$ cat config.mk
export PLATFORM = sky130hd
export DESIGN_NAME = rc4_stream_cipher_core_flat
export DESIGN_NICKNAME = d
export VERILOG_FILES = /design/src/rtl/rc4_pkg.sv /design/src/rtl/rc4_stream_if.sv /design/src/rtl/rc4_engine.sv /design/src/rtl/rc4_stream_cipher_core.sv /design/src/flat_wrapper.sv
export SDC_FILE = /design/constraint.sdc
export NUM_CORES = 2
export LEC_CHECK = 0
export BUFFER_PORTS_ARGS = -buffer_cell sky130_fd_sc_hd__clkbuf_2
export CAP_MARGIN = 40
export CORE_ASPECT_RATIO = 0.5
export CORE_MARGIN = 3
export CORE_UTILIZATION = 50
export CTS_BUF_LIST = sky130_fd_sc_hd__clkbuf_8 sky130_fd_sc_hd__clkbuf_16
export DETAILED_ROUTE_END_ITERATION = 8
export PLACE_DENSITY = 0.66
export SLEW_MARGIN = 20
export SYNTH_ARGS = -nofsm -noshare
export SYNTH_HDL_FRONTEND = slang
export SYNTH_SLANG_ARGS = --single-unit
export TNS_END_PERCENT = 1
$ cat constraint.sdc
create_clock -name clk -period 19.5 [get_ports clk]
set_input_delay 0.975 -clock clk [delete_from_list [all_inputs] [get_ports clk]]
set_output_delay 0.975 -clock clk [all_outputs]
set_load 0.01 [all_outputs]
$ cat src/rtl/rc4_pkg.sv
// Shared constants and types of the RC4 core.
// No dependencies; used by the interfaces, engine and top level.
`default_nettype none

package rc4_pkg;

  localparam int KEY_BYTES  = 24;
  localparam int KEY_LEN_W  = 5;
  localparam int KEY_POS_W  = $clog2(KEY_BYTES);
  localparam int CFG_ADDR_W = 3;

  localparam logic [KEY_LEN_W-1:0] KEY_LEN_RESET = 5'd16;
  localparam logic [KEY_POS_W-1:0] KEY_POS_MAX   = 5'(KEY_BYTES - 1);

  // configuration register indexes
  localparam logic [CFG_ADDR_W-1:0] CFG_KEY_LOW  = 3'd0;
  localparam logic [CFG_ADDR_W-1:0] CFG_KEY_MID  = 3'd1;
  localparam logic [CFG_ADDR_W-1:0] CFG_KEY_HIGH = 3'd2;
  localparam logic [CFG_ADDR_W-1:0] CFG_KEY_LEN  = 3'd3;

  // item opcodes
  localparam logic OP_KEY_SCHED = 1'b0;
  localparam logic OP_CRYPT     = 1'b1;

  typedef struct packed {
    logic       opcode;
    logic [7:0] data_byte;
    logic       last_in;
  } rc4_item_t;

  typedef struct packed {
    logic [7:0] out_byte;
    logic       last_out;
  } rc4_res_t;

  // engine <-> key store
  typedef struct packed {
    logic [KEY_POS_W-1:0] pos;
  } rc4_key_req_t;

  typedef struct packed {
    logic [7:0]           key_byte;
    logic [KEY_POS_W-1:0] key_last;
  } rc4_key_rsp_t;

endpackage

`default_nettype wire

$ cat src/rtl/rc4_stream_if.sv
// Valid/ready channel interfaces of the RC4 core: input items, result items
// and configuration writes. Depends on rc4_pkg.
`default_nettype none

interface rc4_in_if;
  logic       valid;
  logic       ready;
  logic       opcode;
  logic [7:0] data_byte;
  logic       last_in;

  modport source (output valid, output opcode, output data_byte, output last_in,
                  input ready);
  modport sink (input valid, input opcode, input data_byte, input last_in,
                output ready);
endinterface

interface rc4_out_if;
  logic       valid;
  logic       ready;
  logic [7:0] out_byte;
  logic       last_out;

  modport source (output valid, output out_byte, output last_out, input ready);
  modport sink (input valid, input out_byte, input last_out, output ready);
endinterface

interface rc4_cfg_if;
  logic                           valid;
  logic                           ready;
  logic [rc4_pkg::CFG_ADDR_W-1:0] addr;
  logic [63:0]                    wdata;

  modport source (output valid, output addr, output wdata, input ready);
  modport sink (input valid, input addr, input wdata, output ready);
endinterface

`default_nettype wire

$ cat src/rtl/rc4_engine.sv
// RC4 sequencer: permutation memory, index registers and one shared adder.
// Runs the key schedule and the per-byte keystream step. Depends on rc4_pkg.
`default_nettype none

module rc4_engine (
  input  wire logic                  clk,
  input  wire logic                  rst_n,
  input  wire logic                  item_valid,
  output logic                       item_ready,
  input  wire rc4_pkg::rc4_item_t    item,
  output logic                       res_valid,
  input  wire logic                  res_ready,
  output rc4_pkg::rc4_res_t          res,
  output rc4_pkg::rc4_key_req_t      key_req,
  input  wire rc4_pkg::rc4_key_rsp_t key_rsp
);

  localparam logic [3:0] ST_IDLE     = 4'd0;
  localparam logic [3:0] ST_INIT     = 4'd1;
  localparam logic [3:0] ST_KS_RD_T  = 4'd2;
  localparam logic [3:0] ST_KS_RD_J  = 4'd3;
  localparam logic [3:0] ST_KS_WR_T  = 4'd4;
  localparam logic [3:0] ST_KS_WR_J  = 4'd5;
  localparam logic [3:0] ST_CR_RD_I  = 4'd6;
  localparam logic [3:0] ST_CR_RD_J  = 4'd7;
  localparam logic [3:0] ST_CR_WR_I  = 4'd8;
  localparam logic [3:0] ST_CR_WR_J  = 4'd9;
  localparam logic [3:0] ST_CR_RD_K  = 4'd10;
  localparam logic [3:0] ST_CR_OUT   = 4'd11;

  logic [3:0] state_r, state_nxt;
  logic [7:0] t_r, t_nxt;
  logic [7:0] i_r, i_nxt;
  logic [7:0] j_r, j_nxt;
  logic [rc4_pkg::KEY_POS_W-1:0] pos_r, pos_nxt;
  logic [7:0] si_r, si_nxt;
  logic [7:0] sj_r, sj_nxt;
  rc4_pkg::rc4_item_t item_r, item_nxt;

  // permutation memory
  logic [7:0] mem [256];
  logic       mem_we;
  logic [7:0] mem_waddr;
  logic [7:0] mem_wdata;
  logic [7:0] mem_raddr;
  logic [7:0] rdata_r;

  // shared adder
  logic [7:0] add_a, add_b, add_c;
  logic [9:0] add_full;
  logic [7:0] add_sum;

  assign add_full = {2'b00, add_a} + {2'b00, add_b} + {2'b00, add_c};
  assign add_sum  = add_full[7:0];

  always_ff @(posedge clk) begin
    if (mem_we) begin
      mem[mem_waddr] <= mem_wdata;
    end
    rdata_r <= mem[mem_raddr];
  end

  assign key_req.pos   = pos_r;
  assign item_ready    = (state_r == ST_IDLE);
  assign res_valid     = (state_r == ST_CR_OUT);
  assign res.out_byte  = item_r.data_byte ^ rdata_r;
  assign res.last_out  = item_r.last_in;

  always_comb begin
    state_nxt = state_r;
    t_nxt     = t_r;
    i_nxt     = i_r;
    j_nxt     = j_r;
    pos_nxt   = pos_r;
    si_nxt    = si_r;
    sj_nxt    = sj_r;
    item_nxt  = item_r;
    mem_we    = 1'b0;
    mem_waddr = t_r;
    mem_wdata = t_r;
    mem_raddr = t_r;
    add_a     = j_r;
    add_b     = rdata_r;
    add_c     = 8'd0;

    unique case (state_r)
      ST_IDLE: begin
        if (item_valid) begin
          item_nxt = item;
          if (item.opcode == rc4_pkg::OP_KEY_SCHED) begin
            t_nxt     = 8'd0;
            state_nxt = ST_INIT;
          end else begin
            i_nxt     = i_r + 8'd1;
            state_nxt = ST_CR_RD_I;
          end
        end
      end
      ST_INIT: begin
        // load identity, one entry a cycle
        mem_we = 1'b1;
        t_nxt  = t_r + 8'd1;
        if (t_r == 8'hff) begin
          j_nxt     = 8'd0;
          pos_nxt   = '0;
          state_nxt = ST_KS_RD_T;
        end
      end
      ST_KS_RD_T: begin
        state_nxt = ST_KS_RD_J;
      end
      ST_KS_RD_J: begin
        add_c     = key_rsp.key_byte;
        si_nxt    = rdata_r;
        j_nxt     = add_sum;
        mem_raddr = add_sum;
        pos_nxt   = (pos_r == key_rsp.key_last) ? '0 : pos_r + 5'd1;
        state_nxt = ST_KS_WR_T;
      end
      ST_KS_WR_T: begin
        mem_we    = 1'b1;
        mem_wdata = rdata_r;
        state_nxt = ST_KS_WR_J;
      end
      ST_KS_WR_J: begin
        mem_we    = 1'b1;
        mem_waddr = j_r;
        mem_wdata = si_r;
        t_nxt     = t_r + 8'd1;
        if (t_r == 8'hff) begin
          i_nxt     = 8'd0;
          j_nxt     = 8'd0;
          state_nxt = ST_IDLE;
        end else begin
          state_nxt = ST_KS_RD_T;
        end
      end
      ST_CR_RD_I: begin
        mem_raddr = i_r;
        state_nxt = ST_CR_RD_J;
      end
      ST_CR_RD_J: begin
        si_nxt    = rdata_r;
        j_nxt     = add_sum;
        mem_raddr = add_sum;
        state_nxt = ST_CR_WR_I;
      end
      ST_CR_WR_I: begin
        sj_nxt    = rdata_r;
        mem_we    = 1'b1;
        mem_waddr = i_r;
        mem_wdata = rdata_r;
        state_nxt = ST_CR_WR_J;
      end
      ST_CR_WR_J: begin
        mem_we    = 1'b1;
        mem_waddr = j_r;
        mem_wdata = si_r;
        state_nxt = ST_CR_RD_K;
      end
      ST_CR_RD_K, ST_CR_OUT: begin
        // keep the keystream address on the port so the read data holds
        add_a     = si_r;
        add_b     = sj_r;
        mem_raddr = add_sum;
        if (state_r == ST_CR_RD_K) begin
          state_nxt = ST_CR_OUT;
        end else if (res_ready) begin
          state_nxt = ST_IDLE;
        end
      end
      default: begin
        state_nxt = ST_IDLE;
      end
    endcase
  end

  always_ff @(posedge clk) begin
    if (!rst_n) begin
      state_r <= ST_IDLE;
      t_r     <= 8'd0;
      i_r     <= 8'd0;
      j_r     <= 8'd0;
      pos_r   <= '0;
    end else begin
      state_r <= state_nxt;
      t_r     <= t_nxt;
      i_r     <= i_nxt;
      j_r     <= j_nxt;
      pos_r   <= pos_nxt;
    end
  end

  always_ff @(posedge clk) begin
    si_r   <= si_nxt;
    sj_r   <= sj_nxt;
    item_r <= item_nxt;
  end

endmodule

`default_nettype wire

$ cat src/rtl/rc4_stream_cipher_core.sv
// RC4 stream cipher core.
// Channels: in_ch takes items (opcode, data_byte, last_in), out_ch returns
// result items (out_byte, last_out), cfg_ch writes the key registers
// (index 0..2 key words low/mid/high, index 3 key length); cfg_ch is always
// ready, write it only while the core is idle.
// A key-schedule item (opcode 0) loads the permutation with the identity and
// runs 256 swap steps (read S[t], read S[j], write both): in_ready stays low
// until it is done and no result item is produced. It clears both indices.
// A crypt item (opcode 1) is one walk of the sequencer through the single
// read port and single write port of the 256x8 permutation memory (states
// RD_I, RD_J, WR_I, WR_J, RD_K, OUT); the result enters the output register
// as it leaves OUT, and in_ready returns at that same edge, not before.
// Crypt items before the first key schedule return undefined bytes.
// Reset (rst_n low, synchronous) clears indices, empties the output register
// and sets the key to zero with length 16; the permutation is not cleared.
// When out_ch stalls, the finished result holds in the output register; the
// core takes one more item and parks its result until the register frees.
// Depends on rc4_pkg, rc4_stream_if and rc4_engine.
`default_nettype none

module rc4_stream_cipher_core (
  input  wire logic clk,
  input  wire logic rst_n,
  rc4_in_if.sink    in_ch,
  rc4_out_if.source out_ch,
  rc4_cfg_if.sink   cfg_ch
);

  logic [63:0]                   key_low_r, key_mid_r, key_high_r;
  logic [rc4_pkg::KEY_LEN_W-1:0] key_len_r;

  logic [rc4_pkg::KEY_BYTES-1:0][7:0] key_bytes;

  rc4_pkg::rc4_item_t    item;
  rc4_pkg::rc4_res_t     res;
  rc4_pkg::rc4_res_t     out_r;
  logic                  res_valid, res_ready;
  logic                  out_valid_r;
  rc4_pkg::rc4_key_req_t key_req;
  rc4_pkg::rc4_key_rsp_t key_rsp;

  assign cfg_ch.ready = 1'b1;

  always_ff @(posedge clk) begin
    if (!rst_n) begin
      key_low_r  <= 64'd0;
      key_mid_r  <= 64'd0;
      key_high_r <= 64'd0;
      key_len_r  <= rc4_pkg::KEY_LEN_RESET;
    end else if (cfg_ch.valid) begin
      unique case (cfg_ch.addr)
        rc4_pkg::CFG_KEY_LOW:  key_low_r  <= cfg_ch.wdata;
        rc4_pkg::CFG_KEY_MID:  key_mid_r  <= cfg_ch.wdata;
        rc4_pkg::CFG_KEY_HIGH: key_high_r <= cfg_ch.wdata;
        rc4_pkg::CFG_KEY_LEN:  key_len_r  <= cfg_ch.wdata[rc4_pkg::KEY_LEN_W-1:0];
        default: ; // drop writes past the register list
      endcase
    end
  end

  assign key_bytes = {key_high_r, key_mid_r, key_low_r};

  // saturate length to 1..24, hand over the wrap position
  always_comb begin
    key_rsp.key_byte = key_bytes[key_req.pos];
    if (key_len_r == '0) begin
      key_rsp.key_last = '0;
    end else if (key_len_r > 5'(rc4_pkg::KEY_BYTES)) begin
      key_rsp.key_last = rc4_pkg::KEY_POS_MAX;
    end else begin
      key_rsp.key_last = key_len_r - 5'd1;
    end
  end

  assign item.opcode    = in_ch.opcode;
  assign item.data_byte = in_ch.data_byte;
  assign item.last_in   = in_ch.last_in;

  rc4_engine u_engine (
    .clk        (clk),
    .rst_n      (rst_n),
    .item_valid (in_ch.valid),
    .item_ready (in_ch.ready),
    .item       (item),
    .res_valid  (res_valid),
    .res_ready  (res_ready),
    .res        (res),
    .key_req    (key_req),
    .key_rsp    (key_rsp)
  );

  // output register
  assign res_ready = !out_valid_r || out_ch.ready;

  always_ff @(posedge clk) begin
    if (!rst_n) begin
      out_valid_r <= 1'b0;
    end else if (res_ready) begin
      out_valid_r <= res_valid;
    end
  end

  always_ff @(posedge clk) begin
    if (res_ready && res_valid) begin
      out_r <= res;
    end
  end

  assign out_ch.valid    = out_valid_r;
  assign out_ch.out_byte = out_r.out_byte;
  assign out_ch.last_out = out_r.last_out;

endmodule

`default_nettype wire

$ cat src/flat_wrapper.sv
// flat-port wrapper written by rule: the top's interface ports become plain ports
module rc4_stream_cipher_core_flat 
  (clk, rst_n, in_ch_valid, in_ch_opcode, in_ch_data_byte, in_ch_last_in, in_ch_ready, out_ch_valid, out_ch_out_byte, out_ch_last_out, out_ch_ready, cfg_ch_valid, cfg_ch_addr, cfg_ch_wdata, cfg_ch_ready);
  rc4_in_if in_ch_i ();
  rc4_out_if out_ch_i ();
  rc4_cfg_if cfg_ch_i ();
  input  wire logic clk;
  input  wire logic rst_n;
  input wire logic [$bits(in_ch_i.valid)-1:0] in_ch_valid;
  input wire logic [$bits(in_ch_i.opcode)-1:0] in_ch_opcode;
  input wire logic [$bits(in_ch_i.data_byte)-1:0] in_ch_data_byte;
  input wire logic [$bits(in_ch_i.last_in)-1:0] in_ch_last_in;
  output wire logic [$bits(in_ch_i.ready)-1:0] in_ch_ready;
  output wire logic [$bits(out_ch_i.valid)-1:0] out_ch_valid;
  output wire logic [$bits(out_ch_i.out_byte)-1:0] out_ch_out_byte;
  output wire logic [$bits(out_ch_i.last_out)-1:0] out_ch_last_out;
  input wire logic [$bits(out_ch_i.ready)-1:0] out_ch_ready;
  input wire logic [$bits(cfg_ch_i.valid)-1:0] cfg_ch_valid;
  input wire logic [$bits(cfg_ch_i.addr)-1:0] cfg_ch_addr;
  input wire logic [$bits(cfg_ch_i.wdata)-1:0] cfg_ch_wdata;
  output wire logic [$bits(cfg_ch_i.ready)-1:0] cfg_ch_ready;
  assign in_ch_i.valid = in_ch_valid;
  assign in_ch_i.opcode = in_ch_opcode;
  assign in_ch_i.data_byte = in_ch_data_byte;
  assign in_ch_i.last_in = in_ch_last_in;
  assign in_ch_ready = in_ch_i.ready;
  assign out_ch_valid = out_ch_i.valid;
  assign out_ch_out_byte = out_ch_i.out_byte;
  assign out_ch_last_out = out_ch_i.last_out;
  assign out_ch_i.ready = out_ch_ready;
  assign cfg_ch_i.valid = cfg_ch_valid;
  assign cfg_ch_i.addr = cfg_ch_addr;
  assign cfg_ch_i.wdata = cfg_ch_wdata;
  assign cfg_ch_ready = cfg_ch_i.ready;
  rc4_stream_cipher_core u_core (.clk(clk), .rst_n(rst_n), .in_ch(in_ch_i), .out_ch(out_ch_i), .cfg_ch(cfg_ch_i));
endmodule
==> impl_metrics.sql <==
INSERT INTO impl_metrics (metric_group, metric, value, unit) VALUES
('power_and_ir_drop', 'irDropWorstVdd', '0.152', 'mV'),
('critical_path', 'reg2reg_setup_slack', '10.52', 'ns'),
('cts', 'cts.hold.buffers_added', '0', ''),
('grt', 'grt_max_degree', '197', ''),
('timing', 'fmax', '111', 'MHz'),
('critical_path', 'timing.critical_path.to_type', 'flip-flop', ''),
('logic_synthesis', 'synth_area_leader_cell', 'sky130_fd_sc_hd__edfxtp_1', ''),
('finish', 'syn2layout_area_growth', '11.8', '%'),
('logic_synthesis', 'synthesis.nets', '7425', ''),
('grt', 'global_route_wire_length_before_repair', '420', 'mm'),
('logic_synthesis', 'synth.avg_cell_area', '13.0', 'um^2'),
('critical_path', 'crit_end', 'u_core.u_engine.rdata_r[7]', ''),
('finish', 'post_route_cells_drive_above_1_share', '11.8', '%'),
('grt', 'globalRouteOverflowTotal', '0', ''),
('critical_path', 'reg2reg_depth', '20', ''),
('logic_synthesis', 'synth-main-ff-cell', 'sky130_fd_sc_hd__edfxtp_1', ''),
('cts', 'cts_tree', 'done', ''),
('drt', 'post_drt_wl_per_cell', '29.0', 'um'),
('grt', 'global_route.usage.met1', '41.5', '%'),
('drt', 'via_per_inst', '6.33', ''),
('critical_path', 'worstPathArrival', '9.75', 'ns'),
('flow_run', 'timing.max_cap.violations', '0', ''),
('die', 'die_y', '314', 'um'),
('cts', 'clk-insertion-delay-late', '0.88', 'ns'),
('cts', 'cts_bufs_inserted', '210', ''),
('power_and_ir_drop', 'power_per_cell_area', '151', 'nW/um^2'),
('critical_path', 'reg2reg_to', 'u_core.u_engine.rdata_r[7]', ''),
('logic_synthesis', 'yosys.area_share.simple', '14.5', '%'),
('timing', 'holdWs', '0.316', 'ns'),
('logic_synthesis', 'syn_area', '95000', 'um^2'),
('timing', 'worstMarginPinSlew', '1.22', 'ns'),
('logic_synthesis', 'synth_adder_area_share', '0.327', '%'),
('timing', 'final-setup-viol-count', '0', ''),
('grt', 'top_usage_layer', 'met2', ''),
('critical_path', 'critical_path.startpoint_type', 'flip-flop', ''),
('cts', 'post_cts_resize_count', '0', ''),
('cts', 'cts_setup_buffers', '0', ''),
('logic_synthesis', 'yosys.area.top_type_share', '65.8', '%'),
('drt', 'drtPass1Iterations', '9', ''),
('placed_design', 'placed_area', '99000', 'um^2'),
('drt', 'drc', '8', ''),
('logic_synthesis', 'leading_post_synthesis_cells_by_cell_area', 'sky130_fd_sc_hd__edfxtp_1 66%, sky130_fd_sc_hd__nand2_1 7.8%, sky130_fd_sc_hd__dfxtp_1 5.0%', ''),
('logic_synthesis', 'ys_seq_area_share', '70.8', '%'),
('min_path', 'holdPathStages', '1', ''),
('cts', 'clock_pin_transition_on_the_worst_setup_and_hold_timing_paths', '0.06', 'ns'),
('finish', 'postLayoutCoreUtil', '56.6', '%'),
('finish', 'n_fill_cell', '14800', ''),
('die', 'floorplan.initialDensity', '50.6', '%'),
('critical_path', 'worst_setup_path_startpoint', 'u_core.u_engine.key_req[0]', ''),
('logic_synthesis', 'number_of_flops_mapped_to_enable_cells_by_yosys', '2082', ''),
('grt', 'first_global_vias', '58800', ''),
('drt', 'drt_first_iter_violations', '10500', ''),
('placed_design', 'post-dp-hpwl', '181', 'mm'),
('logic_synthesis', 'compound_gate_fraction_of_synth_area', '6.86', '%'),
('placed_design', 'io_buffers', '92', ''),
('power_and_ir_drop', 'power.total', '0.0160', 'W'),
('drt', 'dr_total_vias', '64400', ''),
('logic_synthesis', 'yosys.area_share.xor_xnor', '0.304', '%'),
('timing', 'skew', '0.0649', 'ns'),
('logic_synthesis', 'largest_family_of_logic_cells_by_synthesized_area', 'simple AND/OR/NAND/NOR gates', ''),
('status', 'violations', 'DRC', ''),
('logic_synthesis', 'yosys_warnings', '0', ''),
('die', 'boundaryPins', '94', ''),
('status', 'outcome', 'finished with violations', ''),
('drt', 'route.final.wire_length', '295', 'mm'),
('critical_path', 'required', '20.27', 'ns'),
('die', 'dieArea', '196000', 'um^2'),
('die', 'row_count', '112', ''),
('logic_synthesis', 'multiplexer_fraction_of_the_synthesized_cell_area', '4.35', '%'),
('cts', 'tritoncts_num_sinks', '2321', ''),
('critical_path', 'critical_path.max_fanout', '67', '');
[stage by stage]
step | worst slack [ns] | cells
after floorplan | 9.53 | 7323
after global placement | 10.64 | 9563
after detailed placement | 10.67 | 9701
after CTS | 10.63 | 10100
after global routing | 10.20 | 10200
final | 10.52 | 10200
[placed cells by master (no fill, tap or decap), types with 16 or more instances in the layout]
master / count
sky130_fd_sc_hd__xor2_1: 21
sky130_fd_sc_hd__o21ai_0: 54
sky130_fd_sc_hd__clkbuf_2: 92
sky130_fd_sc_hd__a32oi_1: 108
sky130_fd_sc_hd__a22oi_1: 26
sky130_fd_sc_hd__clkinv_2: 26
sky130_fd_sc_hd__edfxtp_1: 2082
sky130_fd_sc_hd__inv_1: 87
sky130_fd_sc_hd__mux4_2: 98
sky130_fd_sc_hd__nand3_1: 555
sky130_fd_sc_hd__and3_1: 120
sky130_fd_sc_hd__a21boi_0: 197
sky130_fd_sc_hd__buf_12: 24
sky130_fd_sc_hd__buf_4: 307
sky130_fd_sc_hd__mux2i_1: 183
sky130_fd_sc_hd__dfxtp_1: 237
sky130_fd_sc_hd__nor2_1: 343
sky130_fd_sc_hd__nor3_1: 23
sky130_fd_sc_hd__o2111ai_1: 16
sky130_fd_sc_hd__clkbuf_16: 215
sky130_fd_sc_hd__clkinv_1: 45
sky130_fd_sc_hd__a31oi_1: 114
sky130_fd_sc_hd__nand4_1: 81
sky130_fd_sc_hd__a311oi_1: 103
sky130_fd_sc_hd__nand2_1: 1980
sky130_fd_sc_hd__nor2b_1: 29
sky130_fd_sc_hd__o22ai_1: 26
sky130_fd_sc_hd__a211oi_1: 49
sky130_fd_sc_hd__a21oi_1: 80
[critical path: stages, from the launching register on]
cell,delay [ns]
sky130_fd_sc_hd__dfxtp_4,0.51
sky130_fd_sc_hd__buf_4,0.65
sky130_fd_sc_hd__mux4_2,0.60
sky130_fd_sc_hd__mux4_2,0.46
sky130_fd_sc_hd__inv_1,0.09
sky130_fd_sc_hd__o22ai_1,0.09
sky130_fd_sc_hd__nand2_1,0.19
sky130_fd_sc_hd__fa_1,0.44
sky130_fd_sc_hd__nor4bb_1,0.53
sky130_fd_sc_hd__nor4_2,0.14
sky130_fd_sc_hd__buf_12,0.25
sky130_fd_sc_hd__nand2_4,0.54
sky130_fd_sc_hd__buf_4,0.61
sky130_fd_sc_hd__buf_4,0.74
sky130_fd_sc_hd__buf_4,0.73
sky130_fd_sc_hd__nand2_1,0.12
sky130_fd_sc_hd__a32oi_1,0.91
sky130_fd_sc_hd__nand4_1,0.50
sky130_fd_sc_hd__o2111ai_1,0.24
sky130_fd_sc_hd__a211o_1,0.25
sky130_fd_sc_hd__a2bb2oi_1,0.17
[worst min path at each step]
stage          slack (ns)                    from                endpoint
2_1_floorplan        0.40  u_core.u_engine.res[0]  u_core.out_ch.last_out
3_3_place_gp         0.41  u_core.u_engine.res[0]  u_core.out_ch.last_out
3_5_place_dp         0.42  u_core.u_engine.res[0]  u_core.out_ch.last_out
4_1_cts              0.28           in_ch_last_in  u_core.u_engine.res[0]
5_1_grt              0.29           in_ch_last_in  u_core.u_engine.res[0]
6_report             0.32           in_ch_last_in  u_core.u_engine.res[0]
[logic make-up (layout without fill, tap and decap cells)]
kind of cell    after synthesis  count (layout)
xor+xnor                     33              33
fa+ha+maj                    20              20
compound gates              887             887
simple gates               3242            3242
other cells                   1              15
flops                      2321            2321
buf+inv                     530             858
mux                         289             289
[cell type report]
type | instances | area (um^2) | area share (%)
Clock inverter | 148 | 935 | 0.880
Tap cell | 2508 | 3140 | 2.95
Inverter | 30 | 113 | 0.106
Sequential cell | 2321 | 67300 | 63.4
Antenna cell | 14 | 35.0 | 0.0330
Clock buffer | 223 | 5490 | 5.17
Timing Repair Buffer | 457 | 3830 | 3.60
Multi-Input combinational cell | 4472 | 25400 | 23.9
[layer usage]
metal,vias up,share of wire (%)
met1,32000,39
li1,27300,-
met4,8,3.8
met5,-,0.079
met3,678,14
met2,4360,43
[registers in the layout, summed over array words and instances (netlist names), 4 cells and up]
| name | count |
|---|---|
| u_core.key_high_r | 64 |
| u_core.u_engine.t_r | 8 |
| u_core.u_engine.j_r | 8 |
| u_core.u_engine.rdata_r | 8 |
| u_core.u_engine.i_r | 8 |
| u_core.u_engine.key_req | 5 |
| u_core.key_mid_r | 64 |
| u_core.key_len_r | 5 |
| u_core.key_low_r | 64 |
| u_core.u_engine.item_r | 8 |
| u_core.out_ch.out_byte | 8 |
| u_core.u_engine.si_r | 8 |
| u_core.u_engine.mem | 2048 |
| u_core.u_engine.sj_r | 8 |
| u_core.u_engine.state_r | 4 |
[cells in the mapped netlist, drive strengths merged, types with 5 or more instances]
library cell / count
o2111ai: 17
xor2: 21
a211oi: 49
fa: 8
a21boi: 197
mux2i: 183
clkbuf: 216
or3: 7
and3: 122
nor4: 11
nor2b: 29
a311oi: 103
nand3: 567
nand2b: 11
a22oi: 26
a311o: 5
a221oi: 10
o21a: 8
a2111oi: 11
a32oi: 108
o21ai: 60
ha: 12
a21oi: 90
and2: 16
o22ai: 26
mux4: 98
nand4: 81
a21o: 7
inv: 30
nor3: 30
buf: 284
xnor2: 12
a31oi: 114
o31ai: 5
a22o: 8
o211ai: 12
mux2: 8
edfxtp: 2082
nor2: 359
o311ai: 5
dfxtp: 239
nand2: 1984
[report_power, final]
group / switching (W) / internal [W]
combinational: 0.00435 / 0.00153
sequential: 0.0000748 / 0.00608
clock: 0.00181 / 0.00217
total: 0.00623 / 0.00978
No activity file was read; power rests on OpenSTA's default activity.
